<file path="config.mk">
export PLATFORM = sky130hd
export DESIGN_NAME = h264_parameter_set_parser
export DESIGN_NICKNAME = d
export VERILOG_FILES = /design/src/sv/hpsp_pkg.sv /design/src/sv/h264_parameter_set_parser.sv /design/src/sv/hpsp_fifo.sv /design/src/sv/hpsp_front.sv /design/src/sv/hpsp_back.sv
export SDC_FILE = /design/constraint.sdc
export NUM_CORES = 2
export LEC_CHECK = 0
export BUFFER_PORTS_ARGS = -buffer_cell sky130_fd_sc_hd__buf_2
export CAP_MARGIN = 20
export CORE_MARGIN = 4
export CORE_UTILIZATION = 55
export CTS_CLUSTER_DIAMETER = 40
export DETAILED_ROUTE_END_ITERATION = 10
export PLACE_DENSITY = 0.76
export REMOVE_ABC_BUFFERS = 1
export SYNTH_ARGS = -nofsm -noshare
export SYNTH_HDL_FRONTEND = slang
export SYNTH_HIERARCHICAL = 1
export SYNTH_SLANG_ARGS = --single-unit
</file>
<file path="constraint.sdc">
create_clock -name clock -period 27.6 [get_ports clock]
set_input_delay 4.14 -clock clock [delete_from_list [all_inputs] [get_ports clock]]
set_output_delay 4.14 -clock clock [all_outputs]
set_load 0.05 [all_outputs]
</file>
<file path="src/sv/hpsp_pkg.sv">
// Package of the parameter-set parser: field-step and phase codes, status codes,
// word layouts and the table of fixed field widths.
// Used by the top level, hpsp_front and hpsp_back; depends on nothing.
package hpsp_pkg;

   localparam int ITEM_QUEUE_DEPTH = 4;
   localparam int RSP_QUEUE_DEPTH  = 2;

   typedef enum logic [36:0] {
      H_HDR       = 37'h1,
      S_PROF      = 37'h1 << 1,
      S_CONS      = 37'h1 << 2,
      S_LEVEL     = 37'h1 << 3,
      S_SPSID     = 37'h1 << 4,
      S_CHROMA    = 37'h1 << 5,
      S_SEP       = 37'h1 << 6,
      S_DEPTHL    = 37'h1 << 7,
      S_DEPTHC    = 37'h1 << 8,
      S_BYPASS    = 37'h1 << 9,
      S_SMPRES    = 37'h1 << 10,
      S_LISTFLAG  = 37'h1 << 11,
      S_DELTA     = 37'h1 << 12,
      S_LOG2FN    = 37'h1 << 13,
      S_POCTYPE   = 37'h1 << 14,
      S_LOG2POC   = 37'h1 << 15,
      S_DPOZ      = 37'h1 << 16,
      S_OFFNR     = 37'h1 << 17,
      S_OFFTB     = 37'h1 << 18,
      S_NUMCYC    = 37'h1 << 19,
      S_OFFREF    = 37'h1 << 20,
      S_NUMREF    = 37'h1 << 21,
      S_GAPS      = 37'h1 << 22,
      S_WIDTH     = 37'h1 << 23,
      S_HEIGHT    = 37'h1 << 24,
      S_FRAMEONLY = 37'h1 << 25,
      S_MBAFF     = 37'h1 << 26,
      S_D8X8      = 37'h1 << 27,
      S_CROPF     = 37'h1 << 28,
      S_CL        = 37'h1 << 29,
      S_CR        = 37'h1 << 30,
      S_CT        = 37'h1 << 31,
      S_CB        = 37'h1 << 32,
      P_PPSID     = 37'h1 << 33,
      P_SPSID     = 37'h1 << 34,
      P_ENTROPY   = 37'h1 << 35,
      S_DONE      = 37'h1 << 36
   } fstep_type;

   typedef enum logic [3:0] {
      PH_IDLE = 4'b0001,
      PH_BITS = 4'b0010,
      PH_FIN1 = 4'b0100,
      PH_FIN2 = 4'b1000
   } phase_type;

   typedef enum logic [2:0] {
      PS_OK    = 3'd0,
      PS_SHORT = 3'd1,
      PS_TRUNC = 3'd2,
      PS_LONG  = 3'd3,
      PS_RANGE = 3'd4
   } status_type;

   typedef struct packed {
      logic       mode;
      logic       last;
      logic [7:0] data;
   } item_type;

   typedef struct packed {
      logic [7:0]  profile;
      logic [7:0]  level;
      logic [15:0] frame_width;
      logic [15:0] frame_height;
      logic        cabac_on;
      logic [2:0]  parse_status;
   } rsp_type;

   function automatic logic [3:0] step_width(input fstep_type s);
      unique case (s)
         H_HDR, S_PROF, S_CONS, S_LEVEL: step_width = 4'd8;
         S_SEP, S_BYPASS, S_SMPRES, S_LISTFLAG, S_DPOZ, S_GAPS, S_FRAMEONLY,
         S_MBAFF, S_D8X8, S_CROPF, P_ENTROPY: step_width = 4'd1;
         default: step_width = 4'd0;
      endcase
   endfunction

   function automatic logic is_high(input logic [7:0] p);
      is_high = (p == 8'd100) || (p == 8'd110) || (p == 8'd122) || (p == 8'd244) ||
                (p == 8'd44) || (p == 8'd83) || (p == 8'd86) || (p == 8'd118) ||
                (p == 8'd128) || (p == 8'd138) || (p == 8'd139) || (p == 8'd134);
   endfunction

endpackage

</file>
<file path="src/sv/h264_parameter_set_parser.sv">
// Top level of the H.264 parameter-set parser: byte queue front, bit-serial back,
// result queue and the mode register. Depends on hpsp_pkg, hpsp_front, hpsp_back
// and hpsp_fifo.
//
// Bytes of one parameter-set unit, escape bytes removed, are pushed on the req_
// channel (req_push while req_full is low), req_unit_last marking the final one.
// One result word per unit appears on the rsp_ channel: it waits while rsp_empty is
// low and leaves at rsp_pop. csr_parse_mode (0 SPS, 1 PPS) is written through the
// csr_ channel, which is always ready, and is taken at the first byte of each unit.
// The back end reads one bit per cycle while bytes are queued; bytes follow back
// to back; after the last byte, the crop arithmetic is registered before the result
// enters the result queue. A four-word byte queue lets the sender run ahead.
// If the receiver stalls, the result queue fills, the back end holds its finished
// result and then the byte queue fills and req_full rises; nothing is lost.
// Reset clears all queues, the parser state and the mode register.
module h264_parameter_set_parser #(
   parameter int MAX_CODE_ZEROS = 31,
   parameter int DIM_BITS       = 16
) (
   input  logic        clock,
   input  logic        reset,
   input  logic        req_push,
   output logic        req_full,
   input  logic [7:0]  req_unit_byte,
   input  logic        req_unit_last,
   output logic        rsp_empty,
   input  logic        rsp_pop,
   output logic [7:0]  rsp_profile,
   output logic [7:0]  rsp_level,
   output logic [15:0] rsp_frame_width,
   output logic [15:0] rsp_frame_height,
   output logic        rsp_cabac_on,
   output logic [2:0]  rsp_parse_status,
   input  logic        csr_valid,
   output logic        csr_ready,
   input  logic        csr_parse_mode
);
   import hpsp_pkg::*;

   logic     mode_ff;
   item_type item;
   logic     item_empty, item_pop;
   logic     push, full;
   rsp_type  rsp_in, rsp_out;

   assign csr_ready = 1'b1;

   always_ff @(posedge clock) begin
      if (reset) begin
         mode_ff <= 1'b0;
      end else if (csr_valid) begin
         mode_ff <= csr_parse_mode;
      end
   end

   hpsp_front u_front (
      .clock     (clock),
      .reset     (reset),
      .parse_mode(mode_ff),
      .push      (req_push),
      .unit_byte (req_unit_byte),
      .unit_last (req_unit_last),
      .full      (req_full),
      .item_pop  (item_pop),
      .item      (item),
      .item_empty(item_empty)
   );

   hpsp_back #(
      .MAX_CODE_ZEROS(MAX_CODE_ZEROS),
      .DIM_BITS      (DIM_BITS)
   ) u_back (
      .clock     (clock),
      .reset     (reset),
      .item      (item),
      .item_empty(item_empty),
      .item_pop  (item_pop),
      .rsp_push  (push),
      .rsp       (rsp_in),
      .rsp_full  (full)
   );

   hpsp_fifo #(
      .WIDTH($bits(rsp_type)),
      .DEPTH(RSP_QUEUE_DEPTH)
   ) u_rsp_queue (
      .clock    (clock),
      .reset    (reset),
      .push     (push),
      .push_data(rsp_in),
      .full     (full),
      .pop      (rsp_pop),
      .pop_data (rsp_out),
      .empty    (rsp_empty)
   );

   assign rsp_profile      = rsp_out.profile;
   assign rsp_level        = rsp_out.level;
   assign rsp_frame_width  = rsp_out.frame_width;
   assign rsp_frame_height = rsp_out.frame_height;
   assign rsp_cabac_on     = rsp_out.cabac_on;
   assign rsp_parse_status = rsp_out.parse_status;

endmodule

</file>
<file path="src/sv/hpsp_fifo.sv">
// Small first-in first-out queue of register words.
// Used between the parser parts and on the result side; depends on nothing.
module hpsp_fifo #(
   parameter int WIDTH = 10,
   parameter int DEPTH = 4
) (
   input  logic             clock,
   input  logic             reset,
   input  logic             push,
   input  logic [WIDTH-1:0] push_data,
   output logic             full,
   input  logic             pop,
   output logic [WIDTH-1:0] pop_data,
   output logic             empty
);
   localparam int PW = (DEPTH > 1) ? $clog2(DEPTH) : 1;
   localparam int CW = $clog2(DEPTH + 1);

   logic [WIDTH-1:0] mem_ff [DEPTH];
   logic [PW-1:0]    wr_ff, wr_in, rd_ff, rd_in;
   logic [CW-1:0]    cnt_ff, cnt_in;
   logic             do_push, do_pop;

   assign full     = (cnt_ff == CW'(DEPTH));
   assign empty    = (cnt_ff == '0);
   assign do_push  = push && !full;
   assign do_pop   = pop && !empty;
   assign pop_data = mem_ff[rd_ff];

   always_comb begin
      wr_in  = wr_ff;
      rd_in  = rd_ff;
      cnt_in = cnt_ff;
      if (do_push) begin
         wr_in = (wr_ff == PW'(DEPTH - 1)) ? '0 : wr_ff + 1'b1;
      end
      if (do_pop) begin
         rd_in = (rd_ff == PW'(DEPTH - 1)) ? '0 : rd_ff + 1'b1;
      end
      if (do_push && !do_pop) begin
         cnt_in = cnt_ff + 1'b1;
      end else if (do_pop && !do_push) begin
         cnt_in = cnt_ff - 1'b1;
      end
   end

   always_ff @(posedge clock) begin
      if (reset) begin
         wr_ff  <= '0;
         rd_ff  <= '0;
         cnt_ff <= '0;
      end else begin
         wr_ff  <= wr_in;
         rd_ff  <= rd_in;
         cnt_ff <= cnt_in;
      end
   end

   always_ff @(posedge clock) begin
      if (do_push) begin
         mem_ff[wr_ff] <= push_data;
      end
   end

endmodule

</file>
<file path="src/sv/hpsp_front.sv">
// Front part: accepts bytes, tags each with the mode of its unit, queues them.
// Depends on hpsp_pkg and hpsp_fifo.
module hpsp_front (
   input  logic              clock,
   input  logic              reset,
   input  logic              parse_mode,
   input  logic              push,
   input  logic [7:0]        unit_byte,
   input  logic              unit_last,
   output logic              full,
   input  logic              item_pop,
   output hpsp_pkg::item_type item,
   output logic              item_empty
);
   import hpsp_pkg::*;

   logic     first_ff, first_in;
   logic     mode_ff, mode_in;
   logic     accept;
   item_type item_word;

   assign accept = push && !full;

   always_comb begin
      first_in = first_ff;
      mode_in  = mode_ff;
      if (accept) begin
         first_in = unit_last;
         if (first_ff) begin
            mode_in = parse_mode;
         end
      end
      item_word.mode = first_ff ? parse_mode : mode_ff;
      item_word.last = unit_last;
      item_word.data = unit_byte;
   end

   always_ff @(posedge clock) begin
      if (reset) begin
         first_ff <= 1'b1;
         mode_ff  <= 1'b0;
      end else begin
         first_ff <= first_in;
         mode_ff  <= mode_in;
      end
   end

   hpsp_fifo #(
      .WIDTH($bits(item_type)),
      .DEPTH(ITEM_QUEUE_DEPTH)
   ) u_queue (
      .clock    (clock),
      .reset    (reset),
      .push     (push),
      .push_data(item_word),
      .full     (full),
      .pop      (item_pop),
      .pop_data (item),
      .empty    (item_empty)
   );

endmodule

</file>
<file path="src/sv/hpsp_back.sv">
// Back part: decodes the queued bytes one bit per cycle while bytes are queued,
// and forms the result word. Depends on hpsp_pkg.
module hpsp_back #(
   parameter int MAX_CODE_ZEROS = 31,
   parameter int DIM_BITS       = 16
) (
   input  logic              clock,
   input  logic              reset,
   input  hpsp_pkg::item_type item,
   input  logic              item_empty,
   output logic              item_pop,
   output logic              rsp_push,
   output hpsp_pkg::rsp_type rsp,
   input  logic              rsp_full
);
   import hpsp_pkg::*;

   phase_type   phase_ff, phase_in;
   fstep_type   step_ff, step_in;
   logic [7:0]  sr_ff, sr_in;
   logic        last_ff, last_in;
   logic        mode_ff, mode_in;
   logic [2:0]  bidx_ff, bidx_in;
   logic [2:0]  bytes_ff, bytes_in;
   logic [5:0]  bcnt_ff, bcnt_in;
   logic [5:0]  zrun_ff, zrun_in;
   logic        suffix_ff, suffix_in;
   logic [31:0] fval_ff, fval_in;
   logic [1:0]  chroma_ff, chroma_in;
   logic        fonly_ff, fonly_in;
   logic [3:0]  lidx_ff, lidx_in;
   logic [31:0] llim_ff, llim_in;
   logic [7:0]  slast_ff, slast_in;
   logic [7:0]  profile_ff, profile_in;
   logic [7:0]  level_ff, level_in;
   logic [31:0] hw_ff, hw_in, hh_ff, hh_in;
   logic [31:0] cl_ff, cl_in, cr_ff, cr_in, ct_ff, ct_in, cb_ff, cb_in;
   logic        cabac_ff, cabac_in;
   logic        err_ff, err_in;
   logic [37:0] wa_ff, wc_ff, ha_ff, hc_ff;
   status_type  base_ff, base_in;

   logic        take, fin, bit_v, unit_clear;
   logic [31:0] fin_v, shifted;
   logic [3:0]  width;
   logic [3:0]  nl_idx;
   fstep_type   nl_step;
   logic [7:0]  half, delta, snext;
   logic [31:0] llim_dec;
   logic [1:0]  ysh;
   logic [38:0] wdiff, hdiff;
   logic        bad;

   assign take     = !item_empty &&
                     ((phase_ff == PH_IDLE) ||
                      ((phase_ff == PH_BITS) && (bidx_ff == 3'd7) && !last_ff));
   assign item_pop = take;
   assign rsp_push = (phase_ff == PH_FIN2) && !rsp_full;
   assign unit_clear = rsp_push;

   always_comb begin
      phase_in = phase_ff;
      sr_in    = {sr_ff[6:0], 1'b0};
      last_in  = last_ff;
      mode_in  = mode_ff;
      bidx_in  = bidx_ff + 3'd1;
      bytes_in = bytes_ff;
      unique case (phase_ff)
         PH_IDLE: begin
         end
         PH_BITS: begin
            if (bidx_ff == 3'd7) begin
               phase_in = last_ff ? PH_FIN1 : (take ? PH_BITS : PH_IDLE);
            end
         end
         PH_FIN1: phase_in = PH_FIN2;
         PH_FIN2: begin
            if (!rsp_full) begin
               phase_in = PH_IDLE;
            end
         end
         default: phase_in = PH_IDLE;
      endcase
      if (take) begin
         phase_in = PH_BITS;
         sr_in    = item.data;
         last_in  = item.last;
         mode_in  = item.mode;
         bidx_in  = 3'd0;
         bytes_in = (bytes_ff == 3'd4) ? bytes_ff : bytes_ff + 3'd1;
      end
   end

   always_comb begin
      step_in    = step_ff;
      bcnt_in    = bcnt_ff;
      zrun_in    = zrun_ff;
      suffix_in  = suffix_ff;
      fval_in    = fval_ff;
      chroma_in  = chroma_ff;
      fonly_in   = fonly_ff;
      lidx_in    = lidx_ff;
      llim_in    = llim_ff;
      slast_in   = slast_ff;
      profile_in = profile_ff;
      level_in   = level_ff;
      hw_in      = hw_ff;
      hh_in      = hh_ff;
      cl_in      = cl_ff;
      cr_in      = cr_ff;
      ct_in      = ct_ff;
      cb_in      = cb_ff;
      cabac_in   = cabac_ff;
      err_in     = err_ff;
      fin        = 1'b0;
      fin_v      = '0;
      bit_v      = sr_ff[7];
      width      = step_width(step_ff);
      shifted    = {fval_ff[30:0], bit_v};
      nl_idx     = lidx_ff + 4'd1;
      nl_step    = (nl_idx < ((chroma_ff == 2'd3) ? 4'd12 : 4'd8)) ? S_LISTFLAG : S_LOG2FN;
      half       = 8'(fin_v >> 1);
      delta      = '0;
      snext      = '0;
      llim_dec   = llim_ff - 32'd1;

      if ((phase_ff == PH_BITS) && (step_ff != S_DONE)) begin
         if (width != 4'd0) begin
            fval_in = shifted;
            bcnt_in = bcnt_ff + 6'd1;
            if (({1'b0, bcnt_ff} + 7'd1) >= {3'b0, width}) begin
               fin   = 1'b1;
               fin_v = shifted;
            end
         end else if (!suffix_ff) begin
            if (!bit_v) begin
               zrun_in = zrun_ff + 6'd1;
               if (zrun_in > 6'(MAX_CODE_ZEROS)) begin
                  err_in  = 1'b1;
                  step_in = S_DONE;
               end
            end else if (zrun_ff == 6'd0) begin
               fin = 1'b1;
            end else begin
               suffix_in = 1'b1;
               fval_in   = '0;
               bcnt_in   = '0;
            end
         end else begin
            fval_in = shifted;
            bcnt_in = bcnt_ff + 6'd1;
            if (({1'b0, bcnt_ff} + 7'd1) >= {1'b0, zrun_ff}) begin
               fin   = 1'b1;
               fin_v = 32'((33'd1 << zrun_ff) - 33'd1 + {1'b0, shifted});
            end
         end
      end

      half  = 8'(fin_v >> 1);
      delta = fin_v[0] ? half + 8'd1 : 8'd0 - half;
      snext = slast_ff + delta;

      if (fin) begin
         fval_in   = '0;
         bcnt_in   = '0;
         zrun_in   = '0;
         suffix_in = 1'b0;
         unique case (step_ff)
            H_HDR:   step_in = mode_ff ? P_PPSID : S_PROF;
            S_PROF: begin
               profile_in = fin_v[7:0];
               if (is_high(fin_v[7:0])) begin
                  chroma_in = 2'd0;
               end
               step_in = S_CONS;
            end
            S_CONS:  step_in = S_LEVEL;
            S_LEVEL: begin
               level_in = fin_v[7:0];
               step_in  = S_SPSID;
            end
            S_SPSID: step_in = is_high(profile_ff) ? S_CHROMA : S_LOG2FN;
            S_CHROMA: begin
               chroma_in = (fin_v <= 32'd3) ? fin_v[1:0] : 2'd0;
               step_in   = (fin_v == 32'd3) ? S_SEP : S_DEPTHL;
            end
            S_SEP:    step_in = S_DEPTHL;
            S_DEPTHL: step_in = S_DEPTHC;
            S_DEPTHC: step_in = S_BYPASS;
            S_BYPASS: step_in = S_SMPRES;
            S_SMPRES: begin
               lidx_in = '0;
               step_in = (fin_v != '0) ? S_LISTFLAG : S_LOG2FN;
            end
            S_LISTFLAG: begin
               if (fin_v != '0) begin
                  llim_in  = (lidx_ff < 4'd6) ? 32'd16 : 32'd64;
                  slast_in = 8'd8;
                  step_in  = S_DELTA;
               end else begin
                  lidx_in = nl_idx;
                  step_in = nl_step;
               end
            end
            S_DELTA: begin
               if (snext != 8'd0) begin
                  slast_in = snext;
               end
               llim_in = llim_dec;
               if ((llim_dec == '0) || (snext == 8'd0)) begin
                  lidx_in = nl_idx;
                  step_in = nl_step;
               end
            end
            S_LOG2FN:  step_in = S_POCTYPE;
            S_POCTYPE: begin
               step_in = (fin_v == 32'd0) ? S_LOG2POC :
                         (fin_v == 32'd1) ? S_DPOZ : S_NUMREF;
            end
            S_LOG2POC: step_in = S_NUMREF;
            S_DPOZ:    step_in = S_OFFNR;
            S_OFFNR:   step_in = S_OFFTB;
            S_OFFTB:   step_in = S_NUMCYC;
            S_NUMCYC: begin
               llim_in = fin_v;
               step_in = (fin_v != '0) ? S_OFFREF : S_NUMREF;
            end
            S_OFFREF: begin
               llim_in = llim_dec;
               if (llim_dec == '0) begin
                  step_in = S_NUMREF;
               end
            end
            S_NUMREF: step_in = S_GAPS;
            S_GAPS:   step_in = S_WIDTH;
            S_WIDTH: begin
               hw_in   = fin_v;
               step_in = S_HEIGHT;
            end
            S_HEIGHT: begin
               hh_in   = fin_v;
               step_in = S_FRAMEONLY;
            end
            S_FRAMEONLY: begin
               fonly_in = fin_v[0];
               step_in  = fin_v[0] ? S_D8X8 : S_MBAFF;
            end
            S_MBAFF: step_in = S_D8X8;
            S_D8X8:  step_in = S_CROPF;
            S_CROPF: step_in = (fin_v != '0) ? S_CL : S_DONE;
            S_CL: begin
               cl_in   = fin_v;
               step_in = S_CR;
            end
            S_CR: begin
               cr_in   = fin_v;
               step_in = S_CT;
            end
            S_CT: begin
               ct_in   = fin_v;
               step_in = S_CB;
            end
            S_CB: begin
               cb_in   = fin_v;
               step_in = S_DONE;
            end
            P_PPSID:   step_in = P_SPSID;
            P_SPSID:   step_in = P_ENTROPY;
            P_ENTROPY: begin
               cabac_in = fin_v[0];
               step_in  = S_DONE;
            end
            default: step_in = S_DONE;
         endcase
      end
   end

   always_ff @(posedge clock) begin
      if (reset) begin
         phase_ff <= PH_IDLE;
      end else begin
         phase_ff <= phase_in;
      end
      sr_ff   <= sr_in;
      last_ff <= last_in;
      bidx_ff <= bidx_in;
   end

   always_ff @(posedge clock) begin
      if (reset || unit_clear) begin
         mode_ff    <= 1'b0;
         bytes_ff   <= '0;
         step_ff    <= H_HDR;
         bcnt_ff    <= '0;
         zrun_ff    <= '0;
         suffix_ff  <= 1'b0;
         fval_ff    <= '0;
         chroma_ff  <= 2'd1;
         fonly_ff   <= 1'b0;
         lidx_ff    <= '0;
         llim_ff    <= '0;
         slast_ff   <= 8'd8;
         profile_ff <= '0;
         level_ff   <= '0;
         hw_ff      <= '0;
         hh_ff      <= '0;
         cl_ff      <= '0;
         cr_ff      <= '0;
         ct_ff      <= '0;
         cb_ff      <= '0;
         cabac_ff   <= 1'b0;
         err_ff     <= 1'b0;
      end else begin
         mode_ff    <= mode_in;
         bytes_ff   <= bytes_in;
         step_ff    <= step_in;
         bcnt_ff    <= bcnt_in;
         zrun_ff    <= zrun_in;
         suffix_ff  <= suffix_in;
         fval_ff    <= fval_in;
         chroma_ff  <= chroma_in;
         fonly_ff   <= fonly_in;
         lidx_ff    <= lidx_in;
         llim_ff    <= llim_in;
         slast_ff   <= slast_in;
         profile_ff <= profile_in;
         level_ff   <= level_in;
         hw_ff      <= hw_in;
         hh_ff      <= hh_in;
         cl_ff      <= cl_in;
         cr_ff      <= cr_in;
         ct_ff      <= ct_in;
         cb_ff      <= cb_in;
         cabac_ff   <= cabac_in;
         err_ff     <= err_in;
      end
   end

   always_comb begin
      ysh = {1'b0, chroma_ff == 2'd1} + {1'b0, !fonly_ff};
      if (bytes_ff < (mode_ff ? 3'd1 : 3'd4)) begin
         base_in = PS_SHORT;
      end else if (err_ff) begin
         base_in = PS_LONG;
      end else if (step_ff != S_DONE) begin
         base_in = PS_TRUNC;
      end else begin
         base_in = PS_OK;
      end
   end

   always_ff @(posedge clock) begin
      if (phase_ff == PH_FIN1) begin
         wa_ff   <= ({6'd0, hw_ff} + 38'd1) << 4;
         ha_ff   <= (({6'd0, hh_ff} + 38'd1) << 4) << !fonly_ff;
         wc_ff   <= ({6'd0, cl_ff} + {6'd0, cr_ff}) <<
                    ((chroma_ff == 2'd1) || (chroma_ff == 2'd2));
         hc_ff   <= ({6'd0, ct_ff} + {6'd0, cb_ff}) << ysh;
         base_ff <= base_in;
      end
   end

   always_comb begin
      wdiff = {1'b0, wa_ff} - {1'b0, wc_ff};
      hdiff = {1'b0, ha_ff} - {1'b0, hc_ff};
      bad   = wdiff[38] || hdiff[38] || (|wdiff[37:DIM_BITS]) || (|hdiff[37:DIM_BITS]);
      rsp   = '0;
      if (base_ff == PS_SHORT) begin
         rsp.parse_status = PS_SHORT;
      end else if (mode_ff) begin
         rsp.cabac_on     = cabac_ff;
         rsp.parse_status = base_ff;
      end else begin
         rsp.profile      = profile_ff;
         rsp.level        = level_ff;
         rsp.frame_width  = bad ? 16'd0 : wdiff[15:0];
         rsp.frame_height = bad ? 16'd0 : hdiff[15:0];
         rsp.parse_status = (base_ff != PS_OK) ? base_ff : (bad ? PS_RANGE : PS_OK);
      end
   end

   a_push_in_fin2: assert property (@(posedge clock) disable iff (reset)
      rsp_push |-> (phase_ff == PH_FIN2))
      else $error("result pushed outside the final phase");
   a_fin_follow: assert property (@(posedge clock) disable iff (reset)
      (phase_ff == PH_FIN1) |=> (phase_ff == PH_FIN2))
      else $error("finish phases out of order");
   a_clear_after_push: assert property (@(posedge clock) disable iff (reset)
      rsp_push |=> ((step_ff == H_HDR) && (bytes_ff == 3'd0) && (phase_ff == PH_IDLE)))
      else $error("unit state not cleared after result");
   a_no_pop_midbyte: assert property (@(posedge clock) disable iff (reset)
      ((phase_ff == PH_BITS) && (bidx_ff != 3'd7)) |-> !item_pop)
      else $error("byte taken before the current byte is done");

endmodule
</file>
* Word level (Yosys, flattened, before mapping)
Memory sizes are Yosys's and may differ from the RTL's. A register that Yosys moved wholly into a read port is not among the register bits. Index checks and enable logic that the tools add are counted.
Word-level totals: word-level logic and storage cells 367, output and inout port bits 55, register bits after elaboration 523, memory bits (writable) 144, memories kept 2
Memory list:
- u_rsp_queue.mem_ff | words 2, width 52, read ports 1, clocked after Yosys merged registers in 1, wr ports 1, RTL line hpsp_fifo.sv:19 | logic [WIDTH-1:0] mem_ff [DEPTH];
- u_front.u_queue.mem_ff | words 4, width 10, read ports 1, clocked after Yosys merged registers in 1, wr ports 1, RTL line hpsp_fifo.sv:19
Operators by class: $lt $le $gt $ge 7, shift-type cells 4, muxes and demuxes 93, reduce and logical (&&, ||, !) cells 98, bitwise gates (word level) 5, add/subtract/negate cells 27, equal/unequal tests 88
Operators with widths (count):
- $pmux 37 s34 | 1
- $mux 37 | 11
- $mux 32 | 6
- $mux 31 | 4
- $eq 8x7->1 const B | 12
- $pmux 32 s3 | 1
- $eq 8x8->1 const B | 10
- $sub 38x38->39 | 2
- $shl 38x1->38 | 2
- $add 32x1->33 const B | 2
- $add 32x32->33 | 2
- $logic_not 32->1 | 2
- $sub 32x1->32 const B | 2
- $mux 49 | 1
- $mux 48 | 1
- $mux 22 | 2
- $reduce_or 22->1 | 2
- $mux 14 | 3
- $mux 8 | 5
- $shl 38x2->38 | 1
- $eq 37x1->1 const B | 1
- $eq 37x10->1 const B | 1
- $eq 37x11->1 const B | 1
- $eq 37x12->1 const B | 1
- 103 further kinds | 246

* Depth between registers and ports, before layout
depth in word-level cells 21, mapped depth 34, gate-level depth less buffers 29

* Modules after synthesis
Netlist, hierarchy kept.
Modules (own cells, without submodules):
- hpsp_back | sequential area each 11350.9 um^2, area each 34560.6 um^2, cells each 4316, instances 1
- hpsp_fifo at u_rsp_queue | sequential area each 3223.1 um^2, area each 3956.3 um^2, cells each 187, instances 1
- hpsp_fifo at u_front.u_queue | sequential area each 1381.3 um^2, area each 1930.6 um^2, cells each 102, instances 1
- hpsp_front | sequential area each 40.0 um^2, area each 105.1 um^2, cells each 10, instances 1
- h264_parameter_set_parser | sequential area each 20.0 um^2, area each 45.0 um^2, cells each 5, instances 1

* Worst setup path after synthesis
No wires, ideal clock.
kind reg-to-reg, start point register u_back.phase_ff[1], end point register u_back.base_ff[0], enable pin, arrival 9.931 ns, buffers on the path 1, period minus slack after synthesis 10.739 ns, setup slack 16.861 ns, stages on the path, launching flop included 3, setup time 0.808 ns, path through dfxtp_1 -> clkbuf_1 -> nor3_1
Between the ends: cells in the longest elaborated chain, start to end 1
RTL lines:
- from (decl) | RTL line hpsp_back.sv:18 | phase_type phase_ff, phase_in;
- from (signal assigned) | RTL line hpsp_back.sv:282 | phase_ff <= phase_in;
- $eq 4x3->1 | RTL line hpsp_back.sv:353 | if (phase_ff == PH_FIN1) begin
- to (signal assigned) | RTL line hpsp_back.sv:359 | base_ff <= base_in;
- to (decl) | RTL line hpsp_back.sv:41 | status_type base_ff, base_in;
Every way passes these cells. A chain may end at the register's enable or synchronous reset.

* Final worst setup path
start point register u_back.step_ff[36], end point register u_back.slast_ff[6]
Between the ends: cells in the longest elaborated chain, start to end 13
RTL lines:
- from (decl) | RTL line hpsp_back.sv:19 | fstep_type step_ff, step_in;
- from (signal assigned) | RTL line hpsp_back.sv:316 | step_ff <= step_in;
- $eq 37x36->1 (tied with other cells) | RTL line hpsp_pkg.sv:80 | unique case (s)
- $reduce_or 11->1 / $reduce_or 4->1 (equally long branches) | RTL line hpsp_pkg.sv:80
- $pmux 4 s2 | RTL line hpsp_pkg.sv:80
- $ge 7x4->1 | RTL line hpsp_back.sv:131 | if (({1'b0, bcnt_ff} + 7'd1) >= {3'b0, width}) begin
- $mux 32 | RTL line hpsp_back.sv:131
- $mux 32 | RTL line hpsp_back.sv:128 | if (width != 4'd0) begin
- $mux 32 (*) | RTL line hpsp_back.sv:127 | if ((phase_ff == PH_BITS) && (step_ff != S_DONE)) begin
- via u_back.fin_v[1] | RTL line hpsp_back.sv:44 | logic [31:0] fin_v, shifted;
- $sub 1x8->8 / $add 8x1->8 (equally long branches) | RTL line hpsp_back.sv:160 | delta = fin_v[0] ? half + 8'd1 : 8'd0 - half;
- $mux 8 | RTL line hpsp_back.sv:160
- $add 8x8->8 | RTL line hpsp_back.sv:161 | snext = slast_ff + delta;
- $reduce_bool 8->1 | RTL line hpsp_back.sv:206 | if (snext != 8'd0) begin
- $ne 2x1->1 (no line)
- $reduce_and 4->1 (no line)
- to (signal assigned) | RTL line hpsp_back.sv:325 | slast_ff <= slast_in;
- to (decl) | RTL line hpsp_back.sv:33 | logic [7:0] slast_ff, slast_in;
The timed path passes the listed nets; every way through them passes the cells marked *. The select of a mux whose other input is x is not followed.

==> flow_metrics.env <==
export IMPL_startpoint_type="flip-flop"
export IMPL_ys_warnings_count=6
export IMPL_syn_avg_cell_area_sq_um=8.787
export IMPL_leakage_uw=0.01715
export IMPL_area_growth_pct=10.90
export IMPL_grt_pass1_wl_um=177800
export IMPL_path_max_fanout=13
export IMPL_crit_path_end_kind="flip-flop"
export IMPL_clk_insertion_delay_late_ps=670
export IMPL_maxCapViolCount=0
export IMPL_route_antenna_remaining_nets=0
export IMPL_powerDensity_nw_per_um2=53.45
export IMPL_drt_initial_drc_count=3270
export IMPL_whs_ps=423.9
export IMPL_worst_ep_arrival_time_ps=9130
export IMPL_netlist_instances=4620
export IMPL_slowest_delay_ps=600
export IMPL_worst_pin_slew_ps=1115
export IMPL_status="finished clean"
export IMPL_layout_drive_gt1_share_pct=10.09
export IMPL_cts_tree="yes"
export IMPL_rsz0062_at_grt="no"
export IMPL_gp_congestion=0.9890
export IMPL_finalSetupViolCount=0
export IMPL_clkSlewWorstSetupHoldPaths_ps=60
export IMPL_hold_class="reg2reg"
export IMPL_grt_max_degree=200
export IMPL_cts_buffers=96
export IMPL_yosysTopAreaCell="edfxtp_1"
export IMPL_hold_buffers=0
export IMPL_async_reset_ff_share_pct=0
export IMPL_core_sq_um=73080
export IMPL_remaining_drc_errors=0
export IMPL_fill_cells=6135
export IMPL_first_pass_iters=6
export IMPL_clock_sinks=658
export IMPL_pre_cts_slack_ps=19160
export IMPL_final_util_pct=61.61
export IMPL_synth_seq_area_share_pct=39.45
export IMPL_wl_per_cell_um=19.85
export IMPL_synth_area_leaders="edfxtp_1 21%, dfxtp_1 18%, ha_1 7.3%"
export IMPL_peakVddDrop_v=0.00006684
export IMPL_die_area_sq_um=78220
export IMPL_ys_flop_type="dfxtp_1"
export IMPL_cp_common_cell="ha_1"
export IMPL_period_minus_slack_ps=8623
export IMPL_worstSetupPathType="reg2reg"
export IMPL_totalWireLength_um=111900
export IMPL_grt_pass1_vias=32450
export IMPL_dr_total_vias=34690
export IMPL_cts_root_buf="clkbuf_16"
export IMPL_port_buffers=68
export IMPL_synthDominantCellAreaShare_pct=21.01
export IMPL_syn_area_sq_um=40600
export IMPL_finalMaxSlewViolations=0
export IMPL_crit_required_ps=28110
export IMPL_post_cts_resized=0
export IMPL_cts_buffer_depth=3
export IMPL_synth_seq_cells=658
export IMPL_slowest_stage="or4_1"
export IMPL_die_y_um=279.7
export IMPL_synth_edf_count=284
export IMPL_final_nets=4857
export IMPL_max_slew_margin_pct=25.68
export IMPL_cts_setup_buffers=0
export IMPL_initial_utilization_pct=55.55
export IMPL_max_freq_mhz=116.0
export IMPL_track_usage_pct=27.93
export IMPL_grt_ovfl_total=0
export IMPL_total_power_uw=2407
export IMPL_antenna_found_initial=1
export IMPL_synthDistinctLibCells=113
export IMPL_hold_viol_final=0
export IMPL_hpwl_um=80580
export IMPL_skew_ps=36.53
export IMPL_vias_per_cell=6.151
export IMPL_min_period_over_period_pct=31.24
export IMPL_htree_levels=3
export IMPL_tns_ps=0
export IMPL_ios=70
export IMPL_setup_slack_ps=18980
export IMPL_die_w_um=279.7
export IMPL_row_count=99
## state kept, by name (all words and copies together) (netlist names), 8 cells and up, named ones only
register / flops
u_back/level_ff: 8
u_rsp_queue/mem_ff: 104
u_back/cb_ff: 32
u_back/wc_ff: 34
u_back/slast_ff: 8
u_back/cr_ff: 32
u_back/hw_ff: 32
u_front/u_queue/mem_ff: 40
u_back/ct_ff: 32
u_back/step_ff: 37
u_back/sr_ff: 8
u_back/hc_ff: 36
u_back/llim_ff: 32
u_back/cl_ff: 32
u_back/ha_ff: 34
u_back/wa_ff: 33
u_back/profile_ff: 8
u_back/fval_ff: 31
u_back/hh_ff: 32
## worst max-delay path, delay by kind of cell (launching register included)
family	cells	cell delay (ps)
simple gates	11	3810
xor+xnor	3	520
buf+inv	2	430
flops	1	350
mux	1	160
compound gates	9	2400
fa+ha+maj	3	790
## metrics by stage
step,instances,cell area [sq um]
floorplan,4378,39630
global placement,5459,41680
detailed placement,5459,41680
CTS,5636,44970
global route,5639,45020
finish,5639,45020
## cell families (layout without fill, tap and decap cells)
group / count (synthesis) / count (layout) / synth area share (%)
AO/OA/AOI/OAI: 1168 / 1168 / 18.73
XOR/XNOR: 223 / 223 / 4.811
adder cells (fa/ha/maj): 242 / 242 / 7.551
buffers and inverters: 498 / 557 / 4.771
flip-flops: 658 / 658 / 39.45
multiplexers: 175 / 175 / 4.925
other: 1 / 2 / 0.009237
AND/OR/NAND/NOR: 1655 / 1655 / 19.76
## synth_stat cells (all sizes together), types with 12 or more instances
master  number
nand2b      34
o21a        27
nand4       50
dfxtp      374
nand3      153
nor2       478
a311oi      12
nor3       106
a31oi       51
nor4        45
o22ai       21
mux2i       85
and3       109
ha         237
o211ai      35
buf         37
a21oi      327
edfxtp     284
and2        37
a22oi       55
mux4        12
a21o        68
o31ai       36
nor2b       36
nand3b      12
or2         18
xor2        76
inv        253
nand2      477
nor4b       14
xnor2      147
clkbuf     205
o21bai      19
o21ai      217
mux2        78
or3         29
a211oi     163
## placed cells by master, fill, tap and decap left out, types with 85 or more instances in the layout
master,count
a211oi_1,162
a21oi_1,322
and3_1,105
clkbuf_16,100
dfxtp_1,372
edfxtp_1,284
ha_1,237
inv_1,251
mux2i_1,85
nand2_1,476
nand3_1,151
nor2_1,469
nor3_1,102
o21ai_0,187
xnor2_1,147
## final timing paths
path | start | end | slack, ps | depth (start not counted)
min | u_back/sr_ff[3]$_DFF_P_ | u_back/sr_ff[4]$_DFF_P_ | 420 | 2
max reg2reg | u_back/step_ff[36]$_SDFF_PP0_ | u_back/slast_ff[6]$_SDFFE_PP0P_ | 18980 | 29
max | u_back/step_ff[36]$_SDFF_PP0_ | u_back/slast_ff[6]$_SDFFE_PP0P_ | 18980 | 29
min reg2reg | u_back/sr_ff[3]$_DFF_P_ | u_back/sr_ff[4]$_DFF_P_ | 420 | 2
## routing by layer
| metal | routed length [um] | part of all wire (%) | up-vias | GRT usage, % |
|---|---|---|---|---|
| met5 | 0 | 0 | - | 0 |
| met4 | 4598 | 4.1 | 0 | 10.92 |
| met3 | 8345 | 7.5 | 247 | 4.684 |
| met2 | 50420 | 45 | 1347 | 44.26 |
| met1 | 48550 | 43 | 16300 | 38.46 |
| li1 | - | - | 16790 | - |
## report_power, final
part	switching [uW]	internal, uW	leakage [uW]
Combinational	87.3	48.9	0.0101
Sequential	17.3	1030	0.00544
Clock	483	737	0.00160
## layout make-up
class	count	area, sq um	area share, %
inverter	256	965.9	2.145
antenna	1	2.502	0.005558
timing repair buffer	124	805.8	1.790
sequential	658	16020	35.58
clock buffer	113	2591	5.755
clock inverter	64	705.7	1.567
multi-input combinational	3464	22740	50.50
tap	959	1200	2.665
(Power assumes the default switching activity.)
